--- config.mk ---
export PLATFORM = sky130hd
export DESIGN_NAME = wav_pcm_header_parser_core
export DESIGN_NICKNAME = d
export VERILOG_FILES = /design/src/wav_pkg.sv /design/src/wav_pcm_header_parser_core.sv
export SDC_FILE = /design/constraint.sdc
export NUM_CORES = 1
export LEC_CHECK = 0
export ABC_AREA = 1
export BUFFER_PORTS_ARGS = -buffer_cell sky130_fd_sc_hd__buf_2
export CORE_AREA = 2 2 231 187
export CTS_BUF_LIST = sky130_fd_sc_hd__clkbuf_8
export CTS_CLUSTER_DIAMETER = 50
export CTS_CLUSTER_SIZE = 28
export DETAILED_ROUTE_END_ITERATION = 16
export DIE_AREA = 0 0 233 189
export GPL_TIMING_DRIVEN = 0
export PLACE_DENSITY = 0.67
export RECOVER_POWER = 50
export SETUP_SLACK_MARGIN = 0.15
export SYNTH_ARGS = -nofsm -noshare
export SYNTH_HDL_FRONTEND = slang
export SYNTH_SLANG_ARGS = --single-unit
--- constraint.sdc ---
create_clock -name clk_i -period 19.8 [get_ports clk_i]
set_clock_uncertainty 0.1 [all_clocks]
set_input_delay 1.98 -clock clk_i [delete_from_list [all_inputs] [get_ports clk_i]]
set_output_delay 1.98 -clock clk_i [all_outputs]
set_load 0.01 [all_outputs]
--- src/wav_pkg.sv ---
package wav_pkg;

  typedef enum logic [2:0] {
    ST_OK        = 3'd0,
    ST_NOT_RIFF  = 3'd1,
    ST_NOT_WAVE  = 3'd2,
    ST_FMT_SMALL = 3'd3,
    ST_NOT_PCM   = 3'd4,
    ST_NO_FMT    = 3'd5,
    ST_TRUNC     = 3'd6
  } status_e;

  localparam logic [31:0] TagRiff = 32'h4646_4952;
  localparam logic [31:0] TagWave = 32'h4556_4157;
  localparam logic [31:0] TagFmt  = 32'h2074_6D66;
  localparam logic [31:0] TagData = 32'h6174_6164;

  localparam logic [31:0] FmtBodyLen = 32'd16;
  localparam logic [15:0] FmtTagPcm  = 16'd1;

  typedef struct packed {
    logic [31:0] data_length;
    logic [15:0] bits_per_sample;
    logic [31:0] sample_rate;
    logic [15:0] channel_count;
    status_e     status;
  } result_t;

endpackage

--- src/wav_pcm_header_parser_core.sv ---
// Parses the header of a RIFF/WAVE PCM file that arrives one byte per input word, little
// endian, and gives one result word per file: either status ok with the channel count, sample
// rate, bits per sample and data chunk length, or an error code (not RIFF, not WAVE, fmt
// chunk too small, not PCM, data chunk before fmt, truncated) with all other fields zero. The
// block takes one byte every cycle while input ready is high; each byte passes through compare
// and counter logic into the parse state, and a result is registered in the cycle after the
// byte that completes it. Results go out through a two-word buffer (output register plus skid
// register), so input ready drops only while both hold a word not yet taken. After a result the
// remaining bytes of the file are dropped; an input word with tlast set ends the file, gives a
// truncated error if no result was given yet, and rearms the parser. Sample data is not passed.
module wav_pcm_header_parser_core
  import wav_pkg::*;
(
  input  logic         clk_i,
  input  logic         rst_ni,
  input  logic         s_axis_tvalid_i,
  output logic         s_axis_tready_o,
  input  logic [7:0]   s_axis_tdata_i,   // data_byte
  input  logic         s_axis_tlast_i,   // stream_end
  output logic         m_axis_tvalid_o,
  input  logic         m_axis_tready_i,
  output logic [95:0]  m_axis_tdata_o,   // channel_count, sample_rate, bits_per_sample, data_length
  output logic [2:0]   m_axis_tuser_o    // status
);

  typedef enum logic [3:0] {
    PH_RIFF_TAG  = 4'd0,
    PH_RIFF_SIZE = 4'd1,
    PH_WAVE_TAG  = 4'd2,
    PH_CHUNK_HDR = 4'd3,
    PH_FMT_BODY  = 4'd4,
    PH_SKIP      = 4'd5,
    PH_DONE      = 4'd6
  } phase_e;

  phase_e      phase_q, phase_d;
  logic [4:0]  pos_q, pos_d;
  logic [31:0] tag_q, tag_d;
  logic [31:0] size_q, size_d;
  logic [32:0] skip_q, skip_d;
  logic        fmt_seen_q, fmt_seen_d;
  logic [15:0] chan_q, chan_d;
  logic [31:0] rate_q, rate_d;
  logic [15:0] bits_q, bits_d;
  logic [15:0] fmt_tag_q, fmt_tag_d;

  logic        accept;
  logic        res_valid;
  status_e     res_status;
  logic [31:0] res_len;
  result_t     res_word;
  logic [32:0] skip_start;
  logic        skip_load;

  logic        out_valid_q, skid_valid_q;
  result_t     out_q, skid_q;

  logic [7:0]  b;

  assign b      = s_axis_tdata_i;
  assign accept = s_axis_tvalid_i && s_axis_tready_o;

  always_comb begin
    phase_d    = phase_q;
    pos_d      = pos_q;
    tag_d      = tag_q;
    size_d     = size_q;
    skip_d     = skip_q;
    fmt_seen_d = fmt_seen_q;
    chan_d     = chan_q;
    rate_d     = rate_q;
    bits_d     = bits_q;
    fmt_tag_d  = fmt_tag_q;
    res_valid  = 1'b0;
    res_status = ST_OK;
    res_len    = 32'd0;
    skip_start = 33'd0;
    skip_load  = 1'b0;

    if (accept) begin
      if (s_axis_tlast_i) begin
        if (phase_q != PH_DONE) begin
          res_valid  = 1'b1;
          res_status = ST_TRUNC;
        end
        phase_d    = PH_RIFF_TAG;
        pos_d      = 5'd0;
        tag_d      = 32'd0;
        size_d     = 32'd0;
        skip_d     = 33'd0;
        fmt_seen_d = 1'b0;
        chan_d     = 16'd0;
        rate_d     = 32'd0;
        bits_d     = 16'd0;
        fmt_tag_d  = 16'd0;
      end else begin
        case (phase_q)
          PH_RIFF_TAG, PH_WAVE_TAG: begin
            tag_d = {b, tag_q[31:8]};
            pos_d = pos_q + 5'd1;
            if (pos_q >= 5'd3) begin
              pos_d = 5'd0;
              if (phase_q == PH_RIFF_TAG) begin
                if (tag_d != TagRiff) begin
                  res_valid  = 1'b1;
                  res_status = ST_NOT_RIFF;
                end else begin
                  phase_d = PH_RIFF_SIZE;
                end
              end else begin
                if (tag_d != TagWave) begin
                  res_valid  = 1'b1;
                  res_status = ST_NOT_WAVE;
                end else begin
                  phase_d = PH_CHUNK_HDR;
                end
              end
            end
          end
          PH_RIFF_SIZE: begin
            pos_d = pos_q + 5'd1;
            if (pos_q >= 5'd3) begin
              pos_d   = 5'd0;
              phase_d = PH_WAVE_TAG;
            end
          end
          PH_CHUNK_HDR: begin
            if (pos_q < 5'd4) begin
              tag_d = {b, tag_q[31:8]};
            end else begin
              size_d = {b, size_q[31:8]};
            end
            pos_d = pos_q + 5'd1;
            if (pos_q >= 5'd7) begin
              pos_d = 5'd0;
              if (tag_d == TagFmt) begin
                if (size_d < FmtBodyLen) begin
                  res_valid  = 1'b1;
                  res_status = ST_FMT_SMALL;
                end else begin
                  fmt_tag_d = 16'd0;
                  phase_d   = PH_FMT_BODY;
                end
              end else if (tag_d == TagData) begin
                res_valid  = 1'b1;
                res_status = fmt_seen_q ? ST_OK : ST_NO_FMT;
                res_len    = size_d;
              end else begin
                skip_start = {1'b0, size_d} + {32'd0, size_d[0]};
                skip_load  = 1'b1;
              end
            end
          end
          PH_FMT_BODY: begin
            if (pos_q < 5'd2) begin
              fmt_tag_d = {b, fmt_tag_q[15:8]};
            end else if (pos_q < 5'd4) begin
              chan_d = {b, chan_q[15:8]};
            end else if (pos_q < 5'd8) begin
              rate_d = {b, rate_q[31:8]};
            end else if (pos_q >= 5'd14) begin
              bits_d = {b, bits_q[15:8]};
            end
            pos_d = pos_q + 5'd1;
            if (pos_q >= 5'd15) begin
              if (fmt_tag_d != FmtTagPcm) begin
                res_valid  = 1'b1;
                res_status = ST_NOT_PCM;
              end else begin
                fmt_seen_d = 1'b1;
                skip_start = {1'b0, size_q} - {1'b0, FmtBodyLen};
                skip_load  = 1'b1;
              end
            end
          end
          PH_SKIP: begin
            if (skip_q != 33'd0) begin
              skip_d = skip_q - 33'd1;
            end
            if (skip_d == 33'd0) begin
              pos_d   = 5'd0;
              phase_d = PH_CHUNK_HDR;
            end
          end
          default: begin
            phase_d = PH_DONE;
          end
        endcase

        if (skip_load) begin
          skip_d  = skip_start;
          pos_d   = 5'd0;
          phase_d = (skip_start == 33'd0) ? PH_CHUNK_HDR : PH_SKIP;
        end
        if (res_valid) begin
          phase_d = PH_DONE;
        end
      end
    end
  end

  always_comb begin
    res_word        = '0;
    res_word.status = res_status;
    if (res_status == ST_OK) begin
      res_word.channel_count   = chan_q;
      res_word.sample_rate     = rate_q;
      res_word.bits_per_sample = bits_q;
      res_word.data_length     = res_len;
    end
  end

  always_ff @(posedge clk_i or negedge rst_ni) begin
    if (!rst_ni) begin
      phase_q      <= PH_RIFF_TAG;
      pos_q        <= 5'd0;
      tag_q        <= 32'd0;
      size_q       <= 32'd0;
      skip_q       <= 33'd0;
      fmt_seen_q   <= 1'b0;
      chan_q       <= 16'd0;
      rate_q       <= 32'd0;
      bits_q       <= 16'd0;
      fmt_tag_q    <= 16'd0;
      out_valid_q  <= 1'b0;
      skid_valid_q <= 1'b0;
    end else begin
      phase_q    <= phase_d;
      pos_q      <= pos_d;
      tag_q      <= tag_d;
      size_q     <= size_d;
      skip_q     <= skip_d;
      fmt_seen_q <= fmt_seen_d;
      chan_q     <= chan_d;
      rate_q     <= rate_d;
      bits_q     <= bits_d;
      fmt_tag_q  <= fmt_tag_d;
      if (!out_valid_q || m_axis_tready_i) begin
        if (skid_valid_q) begin
          out_valid_q  <= 1'b1;
          skid_valid_q <= 1'b0;
        end else begin
          out_valid_q <= res_valid;
        end
      end else if (res_valid) begin
        skid_valid_q <= 1'b1;
      end
    end
  end

  always_ff @(posedge clk_i) begin
    if (!out_valid_q || m_axis_tready_i) begin
      out_q <= skid_valid_q ? skid_q : res_word;
    end else if (res_valid) begin
      skid_q <= res_word;
    end
  end

  assign s_axis_tready_o = !skid_valid_q;
  assign m_axis_tvalid_o = out_valid_q;
  assign m_axis_tuser_o  = out_q.status;
  assign m_axis_tdata_o  = {out_q.data_length, out_q.bits_per_sample,
                            out_q.sample_rate, out_q.channel_count};

  a_skid_needs_out: assert property (@(posedge clk_i) disable iff (!rst_ni)
    skid_valid_q |-> out_valid_q)
    else $error("skid word held while output register empty");

  a_error_fields_zero: assert property (@(posedge clk_i) disable iff (!rst_ni)
    (out_valid_q && out_q.status != ST_OK) |-> (m_axis_tdata_o == 96'd0))
    else $error("error word carries nonzero fields");

  a_done_holds: assert property (@(posedge clk_i) disable iff (!rst_ni)
    (phase_q == PH_DONE && !(accept && s_axis_tlast_i)) |=> (phase_q == PH_DONE))
    else $error("parser left done phase without end word");

  a_one_result_per_file: assert property (@(posedge clk_i) disable iff (!rst_ni)
    (phase_q == PH_DONE && !(accept && s_axis_tlast_i)) |-> !res_valid)
    else $error("second result in one file");

endmodule

==> qor.txt, run 1 <==
Status - finished with violations
Failing checks - capacitance limit, slew limit
First-pass GRT wire length - 103000 µm
Seq/Total Area, Yosys - 0.515
Num ports - 114
Unrepaired setup endpoints after global routing - no
Share of cells above drive strength 1 - 0.0583
Initial DRC Count - 2198
Die W - 233 µm
Max Cap Viol - 5
Data required time of the worst path - 19.12 ns
Cell Rows - 67
Largest net degree at the start of global routing - 99
Slowest cell delay on critical path - 4.06 ns
Crit-path cells - clkbuf_1 -> clkbuf_1
Cell mode on critical path - clkbuf_1
Most frequent cells in the layout - nand2_1 (701), nor2_1 (373), inv_1 (266)
Most common cell after layout, fill and taps aside - nand2_1
Max Transition Viols Final - 305
Hold crit path type - flop to flop
Final period util - 0.532
Starting Density - 0.496
Area grow syn2layout - 10.4%
Total track usage - 0.307
Synthesized flop and latch total - 386
Final ANT Viol Nets - 0
Yosys warnings - 0
Power, Total - 2.50 mW
Post-Syn Nets - 2643
Fin crit period - 10.54 ns
Hold-fix buffers, CTS - 0
Final net count - 2802
Vias in the first global route - 17900
Sum Neg Setup Slack - 0 ns
CTS Root Cell - clkbuf_8
Syn avg cell area - 7.88 µm²
CTS Sinks - 386
Worst Tran Pin Value - 5.57 ns
CTS H-tree lvls - 2
Synth Flop Type - edfxtp_1
Number of setup violations in the final report - 0
Via count - 19000
Critical path class - primary input to async pin
Worst R2R Setup Slack - 14.58 ns
Hold Violations, Final - 0
CTS resizes - 0
Via-to-Cell Ratio - 5.64
Total wire length - 67200 µm
Data arrival, critical path - 9.86 ns
Core area - 41700 µm²
Crit-path max FO - 98
Fin util - 0.548
CTS tree - built
Synth cell types - 43
Largest delay share family, worst path - buffers and inverters
Drt pass-1 iters - 5
Startpoint Class - primary input
# fillers - 3925
Pleak - 10.0 nW
Clk_lat worst skew - 0.67 ns
Max Root-Sink Buffers - 3
Final HPWL DP - 49900 µm
Synth Cell Area - 20700 µm²
Initial antenna violation count - 0
WL per Instance - 20.0 µm
Slew HR - -2.72
Slowest stage cell on the critical path - clkbuf_1
Gpl congestion - 0.987
Port Buffers - 113
Height of the die - 189 µm
CP Buf/Inv Count - 2
Number of synthesized flops with an enable pin - 198
Synthesized instance count - 2624
# DRC - 0
Achievable frequency - 94.9 MHz
Async S/R FF share, synth - 0.487
Peak VDD IR - 0.0585 mV
Antenna cells - 0
Die Footprint - 44000 µm²
CP endpoint kind - async pin
Setup bufs post-CTS - 0
Inserted Clock Buffers - 39
CTS clk-pin slew, worst paths - 0.14 ns
Grt total ovfl - 0
P per Cell Area - 110 nW/µm²
[sequential cells by signal (all words and copies together) (netlist names)]
register and cells:
skid_q 99, m_axis_tdata_o 96, skip_q 33, rate_q 32, size_q 32, tag_q 32, bits_q 16, chan_q 16
fmt_tag_q 16, pos_q 5, m_axis_tuser_o 3, phase_q 3, fmt_seen_q 1, m_axis_tvalid_o 1, skid_valid_q 1
[where the power goes]
part	switching, mW	internal, mW	leakage [nW]
Sequential	0.0703	0.983	4.59
Combinational	0.601	0.253	4.97
Clock	0.366	0.232	0.474
Total	1.04	1.47	10.0
[per-layer routing]
metal	share of wire	wire (µm)	vias to the layer above	track usage
met5	0	0	-	0
met4	0.029	1950	0	0.100
met3	0.11	7140	119	0.0724
met2	0.41	27400	882	0.422
met1	0.46	30800	9069	0.474
li1	-	-	8913	-
[stage by stage]
stage               cells  setup slack (ns)  hold slack, ns  cell area, µm²
global route         3366              7.49           0.433           22800
detailed placement   3294             13.84           0.403           22100
CTS                  3366             14.52           0.423           23000
floorplan            2624             10.45           0.375           20700
finish               3366              9.26           0.412           22800
global placement     3289              5.52           0.402           21900
[Yosys cell counts (all sizes together) (6+ instances only)]
cell    number  share of area
xor2        54          0.023
o211ai       7         0.0025
a21oi       23         0.0056
o21ai      260          0.063
nor4         6         0.0018
nand3      246          0.060
nand2      708           0.13
buf         56          0.017
nor2       384          0.072
nor3        18         0.0046
ha           6         0.0036
inv        269          0.049
edfxtp     198           0.29
clkbuf      67          0.012
xnor2        6         0.0025
nand4       34          0.010
dfrtp      188           0.23
o22ai       68          0.021
[kinds of logic (layout without fill, tap and decap cells)]
group / Yosys count / in the layout / synth area share
simple gates: 1408 / 1408 / 0.282
xor+xnor: 60 / 60 / 0.0254
buf+inv: 395 / 585 / 0.0780
compound gates: 369 / 369 / 0.0961
flops: 386 / 386 / 0.515
fa+ha+maj: 6 / 6 / 0.00363
[cell type report]
type                            instances  area [µm²]  area share
Sequential cell                       386       10700       0.466
Clock buffer                           41         564      0.0247
Inverter                              272        1020      0.0447
Buffer                                123         593      0.0260
Clock inverter                         31         380      0.0167
Multi-Input combinational cell       1843        8430       0.369
Tap cell                              552         691      0.0302
Timing Repair Buffer                  118         512      0.0224
[worst paths after layout]
| kind | startpoint | endpoint | cells past startpoint |
|---|---|---|---|
| max in group clk_i | m_axis_tready_i | m_axis_tdata_o[27] | 4 |
| worst max register to register | pos_q[4] | skid_q[95] | 17 |
| worst max-delay path | rst_ni | skip_q[16] | 2 |
| min in group asynchronous | rst_ni | bits_q[7] | 1 |
| worst min register to register | skid_q[28] | m_axis_tdata_o[25] | 2 |
| worst min-delay path | skid_q[28] | m_axis_tdata_o[25] | 2 |
(Power assumes the default switching activity.)
==> inputs of run 2 (changes only) <==
==> constraint.sdc (replaced) <==
create_clock -name clk_i -period 9.8 [get_ports clk_i]
set_clock_uncertainty 0.1 [all_clocks]
set_input_delay 0.98 -clock clk_i [delete_from_list [all_inputs] [get_ports clk_i]]
set_output_delay 0.98 -clock clk_i [all_outputs]
set_load 0.01 [all_outputs]
==> qor.txt, run 2 (synthesis gave the netlist of run 1 again) <==
Achievable frequency - 163 MHz
Most common cell after layout, fill and taps aside - nand2_1
CTS Sinks - 386 (unchanged)
Status - finished with violations
Most frequent cells in the layout - nand2_1 (702), nor2_1 (374), inv_1 (268)
Starting Density - 0.496 (unchanged)
Antenna cells - 0 (unchanged)
CTS Root Cell - clkbuf_8
Slowest cell delay on critical path - 0.59 ns (-3.47 ns)
Cell Rows - 67 (unchanged)
Startpoint Class - flop
# DRC - 0 (unchanged)
Clk_lat worst skew - 0.67 ns (about the same)
Max Root-Sink Buffers - 3 (unchanged)
Hold crit path type - flop to flop
Hold path startpoint - skid_q[28]
Drt pass-1 iters - 6 (+1)
Slowest stage cell on the critical path - clkbuf_1
Worst Hold Depth - 2 (unchanged)
Part of the power in registers - 0.421 (about the same)
Critical R2R Capture - phase_q[1]
Switch Pwr - 2.09 mW (+100%)
Peak VDD IR - 0.119 mV (+100%)
Initial DRC Count - 2348 (+6.8%)
Worst R2R Setup Slack - 3.68 ns (-10.90 ns)
CTS resizes - 0 (unchanged)
WL per Instance - 20.0 µm (about the same)
Final ANT Viol Nets - 0 (unchanged)
Reg-to-Reg Start - pos_q[2]
Slew HR - -2.62 (+0.0980)
Final net count - 2802 (unchanged)
Via count - 19000 (+0.21%)
Final period util - 0.624
CTS H-tree lvls - 2 (unchanged)
Final HPWL DP - 49900 µm (unchanged)
Inserted Clock Buffers - 39 (unchanged)
Area grow syn2layout - 10.3%
Number of flip-flops in the largest register - 99 (unchanged)
Share of cells above drive strength 1 - 0.0554 (-0.00284)
Sw Ratio - 0.413 (-0.000554)
Clk pwr share - 0.238 (about the same)
Number of setup violations in the final report - 0 (unchanged)
CP endpoint kind - flop
Failing checks - capacitance limit, slew limit
Total track usage - 0.307 (unchanged)
Die W - 233 µm (unchanged)
Via-to-Cell Ratio - 5.65 (+0.21%)
Worst slack, placed - 4.84 ns (-9.00 ns)
Pleak - 10.0 nW (-0.15%)
Num ports - 114 (unchanged)
Final WS setup - 3.68 ns (-5.58 ns)
Largest Register - skid_q
Max Transition Viols Final - 206 (-32%)
Grt total ovfl - 0 (unchanged)
Height of the die - 189 µm (unchanged)
Worst R2R Path Depth - 26 (+9)
# fillers - 3929 (+0.10%)
Setup bufs post-CTS - 0 (unchanged)
Fin crit period - 6.12 ns
Post-route insts no fill - 3366 (unchanged)
Comb pwr share - 0.341 (about the same)
Hold-fix buffers, CTS - 0 (unchanged)
Unrepaired setup endpoints after global routing - no
Gpl congestion - 0.987 (unchanged)
Largest net degree at the start of global routing - 99 (unchanged)
Dpl cells - 3294 (unchanged)
Data arrival, critical path - 6.60 ns (-3.26 ns)
Crit-path max FO - 10 (-90%)
Hold Violations, Final - 0 (unchanged)
Worst Hold End - m_axis_tdata_o[25]
Total wire length - 67200 µm (about the same)
Data required time of the worst path - 10.29 ns (-8.83 ns)
Cell mode on critical path - nand2_1
First-pass GRT wire length - 103000 µm (unchanged)
Port Buffers - 113 (unchanged)
Worst Tran Pin Value - 5.43 ns (-0.147 ns)
Die Footprint - 44000 µm² (unchanged)
Initial antenna violation count - 0 (unchanged)
CTS clk-pin slew, worst paths - 0.14 ns (about the same)
Cell-internal power - 2.97 mW (+100%)
CTS tree - built
Max Cap Viol - 4 (-1)
P per Cell Area - 222 nW/µm² (+100%)
Critical path class - flop to flop
Vias in the first global route - 17900 (unchanged)
Core area - 41700 µm² (unchanged)
[run 2: cell types whose count changed in the layout (fill, tap and decap cells not counted), moves of 2 or more]
cell / delta
inv_2: -2
inv_1: +2
buf_6: -4
clkbuf_1: +5
[run 2: worst max-delay path by stage]
stage / start / to / slack (ns)
global route: pos_q[2] / phase_q[1] / 3.14
finish: pos_q[2] / phase_q[1] / 3.68
CTS: pos_q[4] / skid_q[97] / 4.86
global placement: m_axis_tready_i / skid_q[97] / -3.48
floorplan: m_axis_tready_i / skid_q[0] / 1.45
detailed placement: s_axis_tdata_i[7] / skid_q[97] / 4.84
[run 2: metrics by stage]
step	instance area (µm²)	util	total power, mW	TNS [ns]	hold WS (ns)
after global routing	22800	0.548	5.36	0	0.433
after detailed placement	22100	0.530	3.86	0	0.403
final	22800	0.548	5.06	0	0.411
after floorplan	20700	-	3.30	0	0.375
after CTS	23000	0.553	5.06	0	0.234
after global placement	21900	0.527	3.86	-343.50	0.402
[run 2: critical path: cells and delay by family (launching register included)]
kind	cells	cell delay, ns
AO/OA/AOI/OAI	1	0.19
adder cells (fa/ha/maj)	1	0.26
AND/OR/NAND/NOR	18	2.58
buffers and inverters	6	2.61
flip-flops	1	0.33
[run 2: routing by layer]
metal  share of wire  track usage  routed length [µm]
met1            0.45        0.474               30500
met2            0.41        0.422               27400
met5               0            0                   0
met3            0.11       0.0724                7360
met4           0.029        0.100                1960
[run 2: layout make-up]
cell class / count / area, µm² / share of cell area
sequential: 386 / 10700 / 0.467
multi-input combinational: 1843 / 8410 / 0.369
inverter: 272 / 1020 / 0.0448
tap: 552 / 691 / 0.0303
clock buffer: 41 / 564 / 0.0247
buffer: 123 / 559 / 0.0245
timing repair buffer: 118 / 536 / 0.0235
clock inverter: 31 / 380 / 0.0167
[run 2: power by group through the flow]
stage	combinational (mW)	clock [mW]	sequential (mW)
2_1_floorplan	1.12	0	2.18
3_3_place_gp	1.70	0	2.16
3_5_place_dp	1.71	0	2.15
4_1_cts	1.72	1.23	2.12
5_1_grt	1.92	1.29	2.16
6_report	1.72	1.21	2.13
